$ cat src/hdl/smh_pkg.sv
`timescale 1ns / 1ps
// shared types and constants of the streaming sha-1 hash unit
// used by smh_ctrl, smh_datapath, sha1_message_hash_unit and tb_top

package smh_pkg;

  localparam int IN_TDATA_W  = 8;
  localparam int OUT_TDATA_W = 40;
  localparam int WNUM_W      = 3;
  localparam int FILL_W      = 6;
  localparam int CNT_W       = 61;
  localparam int RND_W       = 7;

  localparam logic [FILL_W-1:0] FILL_LAST    = 6'd63;
  localparam logic [FILL_W-1:0] FILL_PRE_LEN = 6'd55;
  localparam logic [RND_W-1:0]  RND_LAST     = 7'd79;
  localparam logic [RND_W-1:0]  RND_GRP1     = 7'd20;
  localparam logic [RND_W-1:0]  RND_GRP2     = 7'd40;
  localparam logic [RND_W-1:0]  RND_GRP3     = 7'd60;
  localparam logic [WNUM_W-1:0] WORD_LAST    = 3'd4;
  localparam logic [7:0]        PAD_MARK     = 8'h80;

  localparam logic [31:0] H_INIT [5] = '{
    32'h67452301, 32'hEFCDAB89, 32'h98BADCFE, 32'h10325476, 32'hC3D2E1F0
  };

  localparam logic [31:0] K_CH   = 32'h5A827999;
  localparam logic [31:0] K_PAR1 = 32'h6ED9EBA1;
  localparam logic [31:0] K_MAJ  = 32'h8F1BBCDC;
  localparam logic [31:0] K_PAR2 = 32'hCA62C1D6;

  typedef enum logic [6:0] {
    ST_IDLE     = 7'b0000001,
    ST_COMP     = 7'b0000010,
    ST_FOLD     = 7'b0000100,
    ST_PAD_MARK = 7'b0001000,
    ST_PAD_ZERO = 7'b0010000,
    ST_PAD_LEN  = 7'b0100000,
    ST_EMIT     = 7'b1000000
  } state_t;

  typedef enum logic [1:0] {
    SEL_IN,
    SEL_MARK,
    SEL_ZERO,
    SEL_LEN
  } ins_sel_t;

  typedef enum logic [1:0] {
    RG_CH,
    RG_PAR1,
    RG_MAJ,
    RG_PAR2
  } rgrp_t;

  typedef struct packed {
    logic     ins;
    ins_sel_t sel;
    logic     cnt_inc;
    logic     rnd;
    rgrp_t    rgrp;
    logic     fold;
    logic     out_step;
  } cmd_t;

  typedef struct packed {
    logic fill_last;
    logic fill_pre_len;
    logic word_last;
  } status_t;

endpackage

$ cat src/hdl/sha1_message_hash_unit.sv
`timescale 1ns / 1ps
// Streaming SHA-1 hash unit. Message bytes enter one per request on the input stream
// (in_tuser marks a real byte, in_tlast ends the message and may come without a byte);
// the 160-bit digest leaves as five big-endian words, word 0 first, the fifth one with
// out_tlast. The byte that completes a 64-byte block is followed by the 80 rounds
// through the single round unit, one per cycle, and a fold of the result into the
// chaining words, during which in_tready is low. The final request then inserts
// padding and the length one byte per cycle outside the compressions (9 to 72 bytes,
// one or two more block compressions) and presents the five digest words, one
// per cycle while out_tready is high. The byte count saturates at 2^61-1. No new
// message byte is taken until the last digest word has gone.
// depends on smh_pkg, smh_ctrl, smh_datapath

module sha1_message_hash_unit (
  input  logic                                clk,
  input  logic                                rst_n,
  input  logic                                in_tvalid,
  output logic                                in_tready,
  input  logic [smh_pkg::IN_TDATA_W-1:0]      in_tdata,   // [7:0] data_byte
  input  logic                                in_tuser,   // [0] byte_valid
  input  logic                                in_tlast,
  output logic                                out_tvalid,
  input  logic                                out_tready,
  output logic [smh_pkg::OUT_TDATA_W-1:0]     out_tdata,  // [31:0] digest_word, [34:32] word_number, [39:35] zero
  output logic                                out_tlast
);

  smh_pkg::cmd_t                   cmd;
  smh_pkg::status_t                sts;
  logic [31:0]                     out_word;
  logic [smh_pkg::WNUM_W-1:0]      out_wnum;

  smh_ctrl u_ctrl (
    .clk        (clk),
    .rst_n      (rst_n),
    .in_tvalid  (in_tvalid),
    .in_tready  (in_tready),
    .in_tuser   (in_tuser),
    .in_tlast   (in_tlast),
    .out_tvalid (out_tvalid),
    .out_tready (out_tready),
    .sts        (sts),
    .cmd        (cmd)
  );

  smh_datapath u_dp (
    .clk      (clk),
    .rst_n    (rst_n),
    .cmd      (cmd),
    .sts      (sts),
    .in_byte  (in_tdata),
    .out_word (out_word),
    .out_wnum (out_wnum)
  );

  assign out_tdata = {5'b00000, out_wnum, out_word};
  assign out_tlast = sts.word_last;

endmodule

$ cat src/hdl/smh_ctrl.sv
`timescale 1ns / 1ps
// control state machine of the sha-1 hash unit: byte intake, padding, rounds, digest output
// depends on smh_pkg

module smh_ctrl (
  input  logic             clk,
  input  logic             rst_n,
  input  logic             in_tvalid,
  output logic             in_tready,
  input  logic             in_tuser,
  input  logic             in_tlast,
  output logic             out_tvalid,
  input  logic             out_tready,
  input  smh_pkg::status_t sts,
  output smh_pkg::cmd_t    cmd
);

  smh_pkg::state_t                state_r, state_nxt;
  smh_pkg::state_t                ret_r, ret_nxt;
  logic [smh_pkg::RND_W-1:0]      rnd_r, rnd_nxt;
  logic                           in_acc;

  assign in_tready  = (state_r == smh_pkg::ST_IDLE);
  assign out_tvalid = (state_r == smh_pkg::ST_EMIT);
  assign in_acc     = in_tvalid & in_tready;

  always_comb begin
    state_nxt    = state_r;
    ret_nxt      = ret_r;
    rnd_nxt      = rnd_r;
    cmd          = '0;
    cmd.sel      = smh_pkg::SEL_IN;
    if (rnd_r < smh_pkg::RND_GRP1) begin
      cmd.rgrp = smh_pkg::RG_CH;
    end else if (rnd_r < smh_pkg::RND_GRP2) begin
      cmd.rgrp = smh_pkg::RG_PAR1;
    end else if (rnd_r < smh_pkg::RND_GRP3) begin
      cmd.rgrp = smh_pkg::RG_MAJ;
    end else begin
      cmd.rgrp = smh_pkg::RG_PAR2;
    end
    case (state_r)
      smh_pkg::ST_IDLE: begin
        cmd.ins     = in_acc & in_tuser;
        cmd.cnt_inc = in_acc & in_tuser;
        if (in_acc) begin
          if (in_tuser && sts.fill_last) begin
            state_nxt = smh_pkg::ST_COMP;
            ret_nxt   = in_tlast ? smh_pkg::ST_PAD_MARK : smh_pkg::ST_IDLE;
          end else if (in_tlast) begin
            state_nxt = smh_pkg::ST_PAD_MARK;
          end
        end
      end
      smh_pkg::ST_COMP: begin
        cmd.rnd = 1'b1;
        if (rnd_r == smh_pkg::RND_LAST) begin
          rnd_nxt   = '0;
          state_nxt = smh_pkg::ST_FOLD;
        end else begin
          rnd_nxt = rnd_r + 7'd1;
        end
      end
      smh_pkg::ST_FOLD: begin
        cmd.fold  = 1'b1;
        state_nxt = ret_r;
      end
      smh_pkg::ST_PAD_MARK: begin
        cmd.ins = 1'b1;
        cmd.sel = smh_pkg::SEL_MARK;
        if (sts.fill_last) begin
          state_nxt = smh_pkg::ST_COMP;
          ret_nxt   = smh_pkg::ST_PAD_ZERO;
        end else if (sts.fill_pre_len) begin
          state_nxt = smh_pkg::ST_PAD_LEN;
        end else begin
          state_nxt = smh_pkg::ST_PAD_ZERO;
        end
      end
      smh_pkg::ST_PAD_ZERO: begin
        cmd.ins = 1'b1;
        cmd.sel = smh_pkg::SEL_ZERO;
        if (sts.fill_last) begin
          state_nxt = smh_pkg::ST_COMP;
          ret_nxt   = smh_pkg::ST_PAD_ZERO;
        end else if (sts.fill_pre_len) begin
          state_nxt = smh_pkg::ST_PAD_LEN;
        end
      end
      smh_pkg::ST_PAD_LEN: begin
        cmd.ins = 1'b1;
        cmd.sel = smh_pkg::SEL_LEN;
        if (sts.fill_last) begin
          state_nxt = smh_pkg::ST_COMP;
          ret_nxt   = smh_pkg::ST_EMIT;
        end
      end
      smh_pkg::ST_EMIT: begin
        cmd.out_step = out_tready;
        if (out_tready && sts.word_last) begin
          state_nxt = smh_pkg::ST_IDLE;
        end
      end
      default: begin
        state_nxt = smh_pkg::ST_IDLE;
      end
    endcase
  end

  always_ff @(posedge clk) begin
    if (!rst_n) begin
      state_r <= smh_pkg::ST_IDLE;
      ret_r   <= smh_pkg::ST_IDLE;
      rnd_r   <= '0;
    end else begin
      state_r <= state_nxt;
      ret_r   <= ret_nxt;
      rnd_r   <= rnd_nxt;
    end
  end

endmodule

$ cat src/hdl/smh_datapath.sv
`timescale 1ns / 1ps
// datapath of the sha-1 hash unit: block shift line, message schedule, round unit, chaining words
// depends on smh_pkg

module smh_datapath (
  input  logic                             clk,
  input  logic                             rst_n,
  input  smh_pkg::cmd_t                    cmd,
  output smh_pkg::status_t                 sts,
  input  logic [smh_pkg::IN_TDATA_W-1:0]   in_byte,
  output logic [31:0]                      out_word,
  output logic [smh_pkg::WNUM_W-1:0]       out_wnum
);

  logic [511:0]                  blk_r;
  logic [smh_pkg::FILL_W-1:0]    fill_r;
  logic [smh_pkg::CNT_W-1:0]     cnt_r;
  logic [smh_pkg::WNUM_W-1:0]    wnum_r;
  logic [31:0]                   h_r  [5];
  logic [31:0]                   wk_r [5];

  logic [7:0]  ins_byte;
  logic [63:0] len_bits;
  logic [2:0]  len_idx;
  logic [31:0] w0, w2, w8, w13, wx, wnew;
  logic [31:0] fn, kc, tmp;

  assign len_bits = {cnt_r, 3'b000};
  assign len_idx  = 3'd7 - fill_r[2:0];

  always_comb begin
    case (cmd.sel)
      smh_pkg::SEL_IN:   ins_byte = in_byte;
      smh_pkg::SEL_MARK: ins_byte = smh_pkg::PAD_MARK;
      smh_pkg::SEL_ZERO: ins_byte = 8'h00;
      smh_pkg::SEL_LEN:  ins_byte = len_bits[{len_idx, 3'b000} +: 8];
      default:           ins_byte = 8'h00;
    endcase
  end

  // schedule window, word 0 is the current round word
  assign w0   = blk_r[511:480];
  assign w2   = blk_r[447:416];
  assign w8   = blk_r[255:224];
  assign w13  = blk_r[95:64];
  assign wx   = w13 ^ w8 ^ w2 ^ w0;
  assign wnew = {wx[30:0], wx[31]};

  always_comb begin
    case (cmd.rgrp)
      smh_pkg::RG_CH: begin
        fn = (wk_r[1] & wk_r[2]) | (~wk_r[1] & wk_r[3]);
        kc = smh_pkg::K_CH;
      end
      smh_pkg::RG_PAR1: begin
        fn = wk_r[1] ^ wk_r[2] ^ wk_r[3];
        kc = smh_pkg::K_PAR1;
      end
      smh_pkg::RG_MAJ: begin
        fn = (wk_r[1] & wk_r[2]) | (wk_r[1] & wk_r[3]) | (wk_r[2] & wk_r[3]);
        kc = smh_pkg::K_MAJ;
      end
      smh_pkg::RG_PAR2: begin
        fn = wk_r[1] ^ wk_r[2] ^ wk_r[3];
        kc = smh_pkg::K_PAR2;
      end
      default: begin
        fn = '0;
        kc = '0;
      end
    endcase
  end

  assign tmp = {wk_r[0][26:0], wk_r[0][31:27]} + fn + wk_r[4] + kc + w0;

  assign sts.fill_last    = (fill_r == smh_pkg::FILL_LAST);
  assign sts.fill_pre_len = (fill_r == smh_pkg::FILL_PRE_LEN);
  assign sts.word_last    = (wnum_r == smh_pkg::WORD_LAST);

  assign out_word = h_r[wnum_r];
  assign out_wnum = wnum_r;

  always_ff @(posedge clk) begin
    if (!rst_n) begin
      fill_r <= '0;
      cnt_r  <= '0;
      wnum_r <= '0;
      h_r    <= smh_pkg::H_INIT;
    end else begin
      if (cmd.ins) begin
        fill_r <= fill_r + 6'd1;
      end
      if (cmd.cnt_inc && !(&cnt_r)) begin
        cnt_r <= cnt_r + 61'd1;
      end
      if (cmd.fold) begin
        for (int i = 0; i < 5; i++) begin
          h_r[i] <= h_r[i] + wk_r[i];
        end
      end
      if (cmd.out_step) begin
        if (wnum_r == smh_pkg::WORD_LAST) begin
          wnum_r <= '0;
          cnt_r  <= '0;
          h_r    <= smh_pkg::H_INIT;
        end else begin
          wnum_r <= wnum_r + 3'd1;
        end
      end
    end
  end

  always_ff @(posedge clk) begin
    if (cmd.ins) begin
      blk_r <= {blk_r[503:0], ins_byte};
    end else if (cmd.rnd) begin
      blk_r <= {blk_r[479:0], wnew};
    end
    if (cmd.ins && (fill_r == smh_pkg::FILL_LAST)) begin
      wk_r <= h_r;
    end else if (cmd.rnd) begin
      wk_r[0] <= tmp;
      wk_r[1] <= wk_r[0];
      wk_r[2] <= {wk_r[1][1:0], wk_r[1][31:2]};
      wk_r[3] <= wk_r[2];
      wk_r[4] <= wk_r[3];
    end
  end

endmodule

$ cat config.mk
export PLATFORM = sky130hd
export DESIGN_NAME = sha1_message_hash_unit
export DESIGN_NICKNAME = d
export VERILOG_FILES = /design/src/hdl/smh_pkg.sv /design/src/hdl/sha1_message_hash_unit.sv /design/src/hdl/smh_ctrl.sv /design/src/hdl/smh_datapath.sv
export SDC_FILE = /design/constraint.sdc
export NUM_CORES = 2
export LEC_CHECK = 0
export ABC_CLOCK_PERIOD_IN_PS = 16400
export CAP_MARGIN = 20
export CELL_PAD_IN_SITES_DETAIL_PLACEMENT = 1
export CELL_PAD_IN_SITES_GLOBAL_PLACEMENT = 1
export CORE_MARGIN = 1.5
export CORE_UTILIZATION = 52
export CTS_BUF_LIST = sky130_fd_sc_hd__clkbuf_2
export CTS_CLUSTER_DIAMETER = 120
export DETAILED_ROUTE_END_ITERATION = 8
export DONT_BUFFER_PORTS = 1
export GPL_TIMING_DRIVEN = 0
export PLACE_DENSITY_LB_ADDON = 0.3
export SLEW_MARGIN = 20
export SYNTH_ARGS = -nofsm -noshare
export SYNTH_HDL_FRONTEND = slang
export SYNTH_SLANG_ARGS = --single-unit
$ cat constraint.sdc
create_clock -name clk -period 16.4 [get_ports clk]
set_input_delay 1.64 -clock clk [delete_from_list [all_inputs] [get_ports clk]]
set_output_delay 1.64 -clock clk [all_outputs]
set_load 0.01 [all_outputs]
After elaboration in Yosys (flattened, before gate mapping)
Index checks and enable logic that the tools add are counted.
- reductions and logical operators: 16
- add/sub/neg operators: 14
- order comparisons: 4
- bitwise operators: 16
- shift-type cells: 1
- multipliers: 0
- muxes and demuxes: 44
- divide/modulo/power cells: 0
- equality and inequality tests: 25
- operators with widths (kind ; count):
    $mux W512 ; 2
    $mux W160 ; 5
    $add A32 B32 Y32 ; 9
    $mux W61 ; 3
    $xor A32 B32 Y32 ; 5
    $and A32 B32 Y32 ; 4
    $pmux W32 S4 ; 1
    $bmux W32 S3 ; 1
    $or A32 B32 Y32 ; 3
    $pmux W32 S3 ; 1
    $mux W7 ; 13
    $mux W32 ; 2
    $shiftx A64 B7 Y8 ; 1
    $add A61 B1 Y61 const B ; 1
    $reduce_and A61 Y1 ; 1
    $pmux W7 S7 ; 1
    $not A32 Y32 ; 1
    $pmux W8 S4 ; 1
    $pmux W7 S3 ; 1
    $eq A7 B7 Y1 const B ; 2
    $lt A7 B6 Y1 const B ; 2
    $eq A6 B6 Y1 const B ; 2
    $mux W6 ; 2
    $eq A2 B2 Y1 const B ; 4
    other kinds (35) ; 52
- input bits: 14
- output and inout bits: 43
- memories: 0
- memory bits (read-only): 0
- flip-flop bits (word level): 923
- bits in latches: 0
- RAM bits: 0
- logic and storage cells: 137

Depth between registers and ports, before layout
- word-level depth: 13
- gate-level depth with buffers: 30
- gate-level depth less buffers: 26

Cells and area by module
A second synthesis with hierarchy kept.
- cell total of the unflattened synthesis: 4855
- area, all modules: 53540.1 um2
- by module, submodules not included (module ; area each (um2) ; instances ; cells an instance ; seq. area each (um2)):
    smh_datapath ; 52325.2 ; 1 ; 4717 ; 24783.8
    smh_ctrl ; 1173.6 ; 1 ; 132 ; 360.3
    sha1_message_hash_unit ; 41.3 ; 1 ; 6 ; 0.0

Worst setup path before layout
No wires, ideal clock.
- path type: input to register
- from: in in_tvalid
- to: reg u_dp.blk_r[0], enable pin
- setup time: 3658 ps
- stages: 7
- buffers on the path: 3
- data required time: 12742 ps
- arrival: 11138 ps
- path slack: 1604 ps
- cells stage by stage: and2_1 > nand4_1 > and2_1 > clkbuf_1 > clkbuf_1 > clkbuf_1 > nand2_1
- word-level cells in the longest chain between the ends: 4
- ends and longest elaborated chain (item ; line ; source):
    from (decl) ; sha1_message_hash_unit.sv:17 ; input logic in_tvalid,
    $and A1 B1 Y1 ; smh_ctrl.sv:25 ; assign in_acc = in_tvalid & in_tready;
    $and A1 B1 Y1 ; smh_ctrl.sv:44 ; cmd.ins = in_acc & in_tuser;
    $pmux W1 S2 ; smh_ctrl.sv:42 ; case (state_r)
    $reduce_bool A2 Y1 (no source line) ; -- ;
    to (signal assigned) ; smh_datapath.sv:115 ; blk_r <= {blk_r[503:0], ins_byte};
    to (signal assigned) ; smh_datapath.sv:117 ; blk_r <= {blk_r[479:0], wnew};
    to (decl) ; smh_datapath.sv:15 ; logic [511:0] blk_r;
Every way passes these cells.
A chain may end at the register's enable or synchronous reset.

Worst setup path in the final report
- from: reg u_ctrl.rnd_r[4] (netlist bit)
- to: reg u_dp.wk_r[158] (netlist bit) (data pin)
- word-level cells in the longest chain between the ends: 13
- elaborated cells between the ends (all ways): 19
- those cells by class: 4 x add/sub; 3 x order compare; 3 x eq/ne; 7 x mux; 2 x reduce/logical
- ends and longest elaborated chain (item ; line ; source):
    from (decl) ; smh_ctrl.sv:20 ; logic [smh_pkg::RND_W-1:0] rnd_r, rnd_nxt;
    from (signal assigned) ; smh_ctrl.sv:118 ; rnd_r <= rnd_nxt;
    $lt A7 B6 Y1 ; smh_ctrl.sv:37 ; end else if (rnd_r < smh_pkg::RND_GRP3) begin
    $mux W1 ; smh_ctrl.sv:37 ;
    $mux W2 ; smh_ctrl.sv:35 ; end else if (rnd_r < smh_pkg::RND_GRP2) begin
    $mux W2 (*) ; smh_ctrl.sv:33 ; if (rnd_r < smh_pkg::RND_GRP1) begin
    $eq A2 B1 Y1 / $eq A2 B2 Y1 (equally long branches) ; smh_datapath.sv:50 ; case (cmd.rgrp)
    $reduce_or A2 Y1 (no source line) ; -- ;
    $pmux W32 S3 ; smh_datapath.sv:50 ;
    $add A32 B32 Y32 (2 in a row) ; smh_datapath.sv:74 ; assign tmp = {wk_r[0][26:0], wk_r[0][31:27]} + fn + wk_r[4] + kc + w0;
    $add A32 B32 Y32 (*) (2 in a row) ; smh_datapath.sv:74 ;
    $mux W160 (*) ; smh_datapath.sv:121 ; end else if (cmd.rnd) begin
    $mux W160 (*) ; smh_datapath.sv:119 ; if (cmd.ins && (fill_r == smh_pkg::FILL_LAST)) begin
    to (signal assigned) ; smh_datapath.sv:120 ; wk_r <= h_r;
    to (decl) ; smh_datapath.sv:20 ; logic [31:0] wk_r [5];
Mark *: on every way between the ends. The rest lies on a longest branch, timed or not. The select of a mux whose other input is x is not followed.

==> results.json <==
{
  "drtIter0Drc": 3891,
  "post_cts_resized": 0,
  "antenna_found_initial": 5,
  "reg2reg_slack_ns": 7.04,
  "mostFrequentLayoutCell": "nand2_1",
  "multi_input_area_um2": 25980,
  "postPlaceCellArea_um2": 55220,
  "layout_common_cells": "2118 x nand2_1, 672 x edfxtp_1, 414 x clkbuf_2",
  "drive_gt1_frac": 0.08646,
  "initial_utilization": 0.5229,
  "max_slew_margin": 0.1312,
  "final-seq-area_um2": 25140,
  "wirelength_mm": 194.1,
  "port_buffers": 0,
  "cp_common_cell": "clkbuf_1",
  "setup_viol": 0,
  "synthCells": 5772,
  "num_rows": 117,
  "synth_cell_types": 90,
  "synth.top_cell.area_share": 0.3798,
  "critical_path_class": "reg -> reg",
  "ys_async_sr_fraction": 0,
  "place_congestion": 1.007,
  "required_ns": 17.76,
  "startpoint_type": "register",
  "status": "finished clean",
  "drt_pass1_iterations": 6,
  "synth_fa_ha_area_frac": 0.1015,
  "die_h_um": 322.6,
  "period_needed_ns": 9.364,
  "io_pins": 57,
  "synth_area_leaders": "edfxtp_1 38%, nand2_1 15%, dfxtp_1 9.3%, ha_1 5.4%, fa_1 4.7%",
  "clk_root_buffer_cell": "clkbuf_2",
  "drt_drc_violations_left": 0,
  "ys_seq_area_frac": 0.4733,
  "clock.fmax_mhz": 106.8,
  "fin_area_um2": 57460,
  "ys_warn_count": 0,
  "hold_buffers": 1,
  "synth-edff-count": 672,
  "post-cts-setup-buffers": 0,
  "synth_xor_area_frac": 0.05226,
  "synth_mux_area_frac": 0.02268,
  "grt_pass1_wl_mm": 288.7,
  "synth_area_um2": 53130,
  "wl_per_cell_um": 25.50,
  "avgSynthCellArea_um2": 9.204,
  "slowest_delay_ns": 0.65,
  "end_kind": "register",
  "ys.flop_type": "edfxtp_1",
  "clockBufferDepth": 4,
  "slowest_stage": "clkbuf_1",
  "final_antenna_net_count": 0,
  "power_density_nw_per_um2": 130.6,
  "tightest_slew_ns": 1.303,
  "die_area_um2": 104100,
  "drv_cap": 0,
  "globalRouteTotalUtil": 0.3747,
  "routed_via_density": 5.968,
  "fillers": 12070,
  "htree_levels": 5,
  "hpwl_mm": 150.0,
  "yosys_register_bits": 920,
  "core_area_um2": 101600,
  "hold_viol": 0,
  "overflow": 0,
  "crit_path_max_fanout": 12,
  "synth-compound-area-share": 0.1058,
  "setup-tns-final_ns": 0,
  "cts_tree": "yes",
  "slew_violations": 0,
  "nNetsFinal": 6437,
  "clkSinkCount": 920,
  "synth_top_cell_by_area": "edfxtp_1",
  "fin_skew_ns": 0.2090,
  "min_path_type": "in -> reg",
  "grt_pass1_vias": 47580,
  "cts_made_buffers": 275,
  "synth_top_family_by_area": "simple AND/OR/NAND/NOR gates",
  "insertion_delay_ns": 1.71,
  "grt_setup_unrepaired": "false",
  "leakage_nw": 24.43,
  "ir_worst_vdd_v": 0.00009056,
  "grt_start_max_net_pins": 59,
  "vias": 45420,
  "yosys.area_share.simple": 0.2060,
  "final.period_utilization": 0.5710,
  "die_w_um": 322.6,
  "cp.arrival_ns": 10.73,
  "area_growth_pct": 8.149,
  "cts.reportedPaths.clkPinSlew_ns": 0.11
}
## flip-flops by register name (all words and copies together) (netlist names), 4 cells and up
name,flops
u_ctrl.state_r,7
u_dp.h_r,160
u_dp.cnt_r,61
u_dp.fill_r,6
u_ctrl.rnd_r,7
u_dp.wk_r,160
u_ctrl.ret_r,4
u_dp.blk_r,512
## critical path, delay by kind of cell (launching register included)
family / cells / cell delay, ns
flip-flops: 1 / 0.32
AND/OR/NAND/NOR: 4 / 0.84
XOR/XNOR: 1 / 0.18
AO/OA/AOI/OAI: 10 / 2.59
adder cells (fa/ha/maj): 5 / 2.21
buffers and inverters: 10 / 2.91
## cell families (layout without fill, tap and decap cells)
logic type,Yosys count,after routing
AO/OA/AOI/OAI,889,889
XOR/XNOR,317,317
adder cells (fa/ha/maj),356,356
buffers and inverters,538,996
flip-flops,920,920
multiplexers,63,63
other,1,13
AND/OR/NAND/NOR,2688,2688
## Yosys cell counts, drive strengths merged (11+ instances only)
library cell	n
and3	35
fa	125
nor2b	21
mux4	45
nor3	34
nand3	61
o211ai	60
dfxtp	248
nand2	2120
a21o	76
buf	18
xor2	100
a31oi	38
a21oi	265
a211oi	34
nor2	219
a221oi	32
nand3b	16
a221o	16
ha	231
a211o	11
inv	276
clkbuf	243
o21ai	235
nand2b	66
o21bai	27
o21a	29
edfxtp	672
xnor2	217
and2	15
or3	27
nand4	42
## path summary, 6_finish.rpt
check / to / cells past startpoint / from
worst min-delay path: u_dp.fill_r[4] / 1 / rst_n
worst min register to register: u_dp.blk_r[484] / 2 / u_dp.blk_r[452]
worst max-delay path: u_dp.wk_r[158] / 30 / u_ctrl.rnd_r[4]
worst max register to register: u_dp.wk_r[158] / 30 / u_ctrl.rnd_r[4]
## power breakdown
part | leakage, nW | internal, mW | switching (mW)
combinational | 14.4 | 0.660 | 1.46
clock | 1.78 | 0.659 | 1.06
sequential | 8.23 | 3.27 | 0.396
total | 24.4 | 4.59 | 2.91
## per-stage QoR
step           std cells  hold WS [ns]  setup slack [ns]  total power [mW]  utilization
3_3_place_gp        7144        0.4592            -4.731             5.946       0.5399
4_1_cts             7602       0.02560             7.243             7.505       0.5653
2_1_floorplan       5776        0.4357             1.604             5.131            -
5_1_grt             7608       0.03432             6.760             7.880       0.5655
6_report            7610        0.1087             7.036             7.501       0.5655
3_5_place_dp        7157        0.4632             7.267             5.802       0.5435
## cell type report
type,instances,share of cell area
plain buffers,261,0.01770
flip-flops and latches,920,0.4376
clock buffers,403,0.03510
inverters,277,0.01810
multi-input cells,4318,0.4521
clock inverters,41,0.003332
repair buffers,14,0.005880
diodes,8,0.0003484
well taps,1368,0.02979
## per-layer routing
layer / vias up / GRT usage / part of all wire
met2: 2007 / 0.6132 / 0.47
met3: 652 / 0.06988 / 0.080
met5: - / 0 / 0.000067
met4: 2 / 0.2642 / 0.078
met1: 22490 / 0.4463 / 0.37
li1: 20270 / - / -
Note: power is estimated with default switching activity, not from simulation.
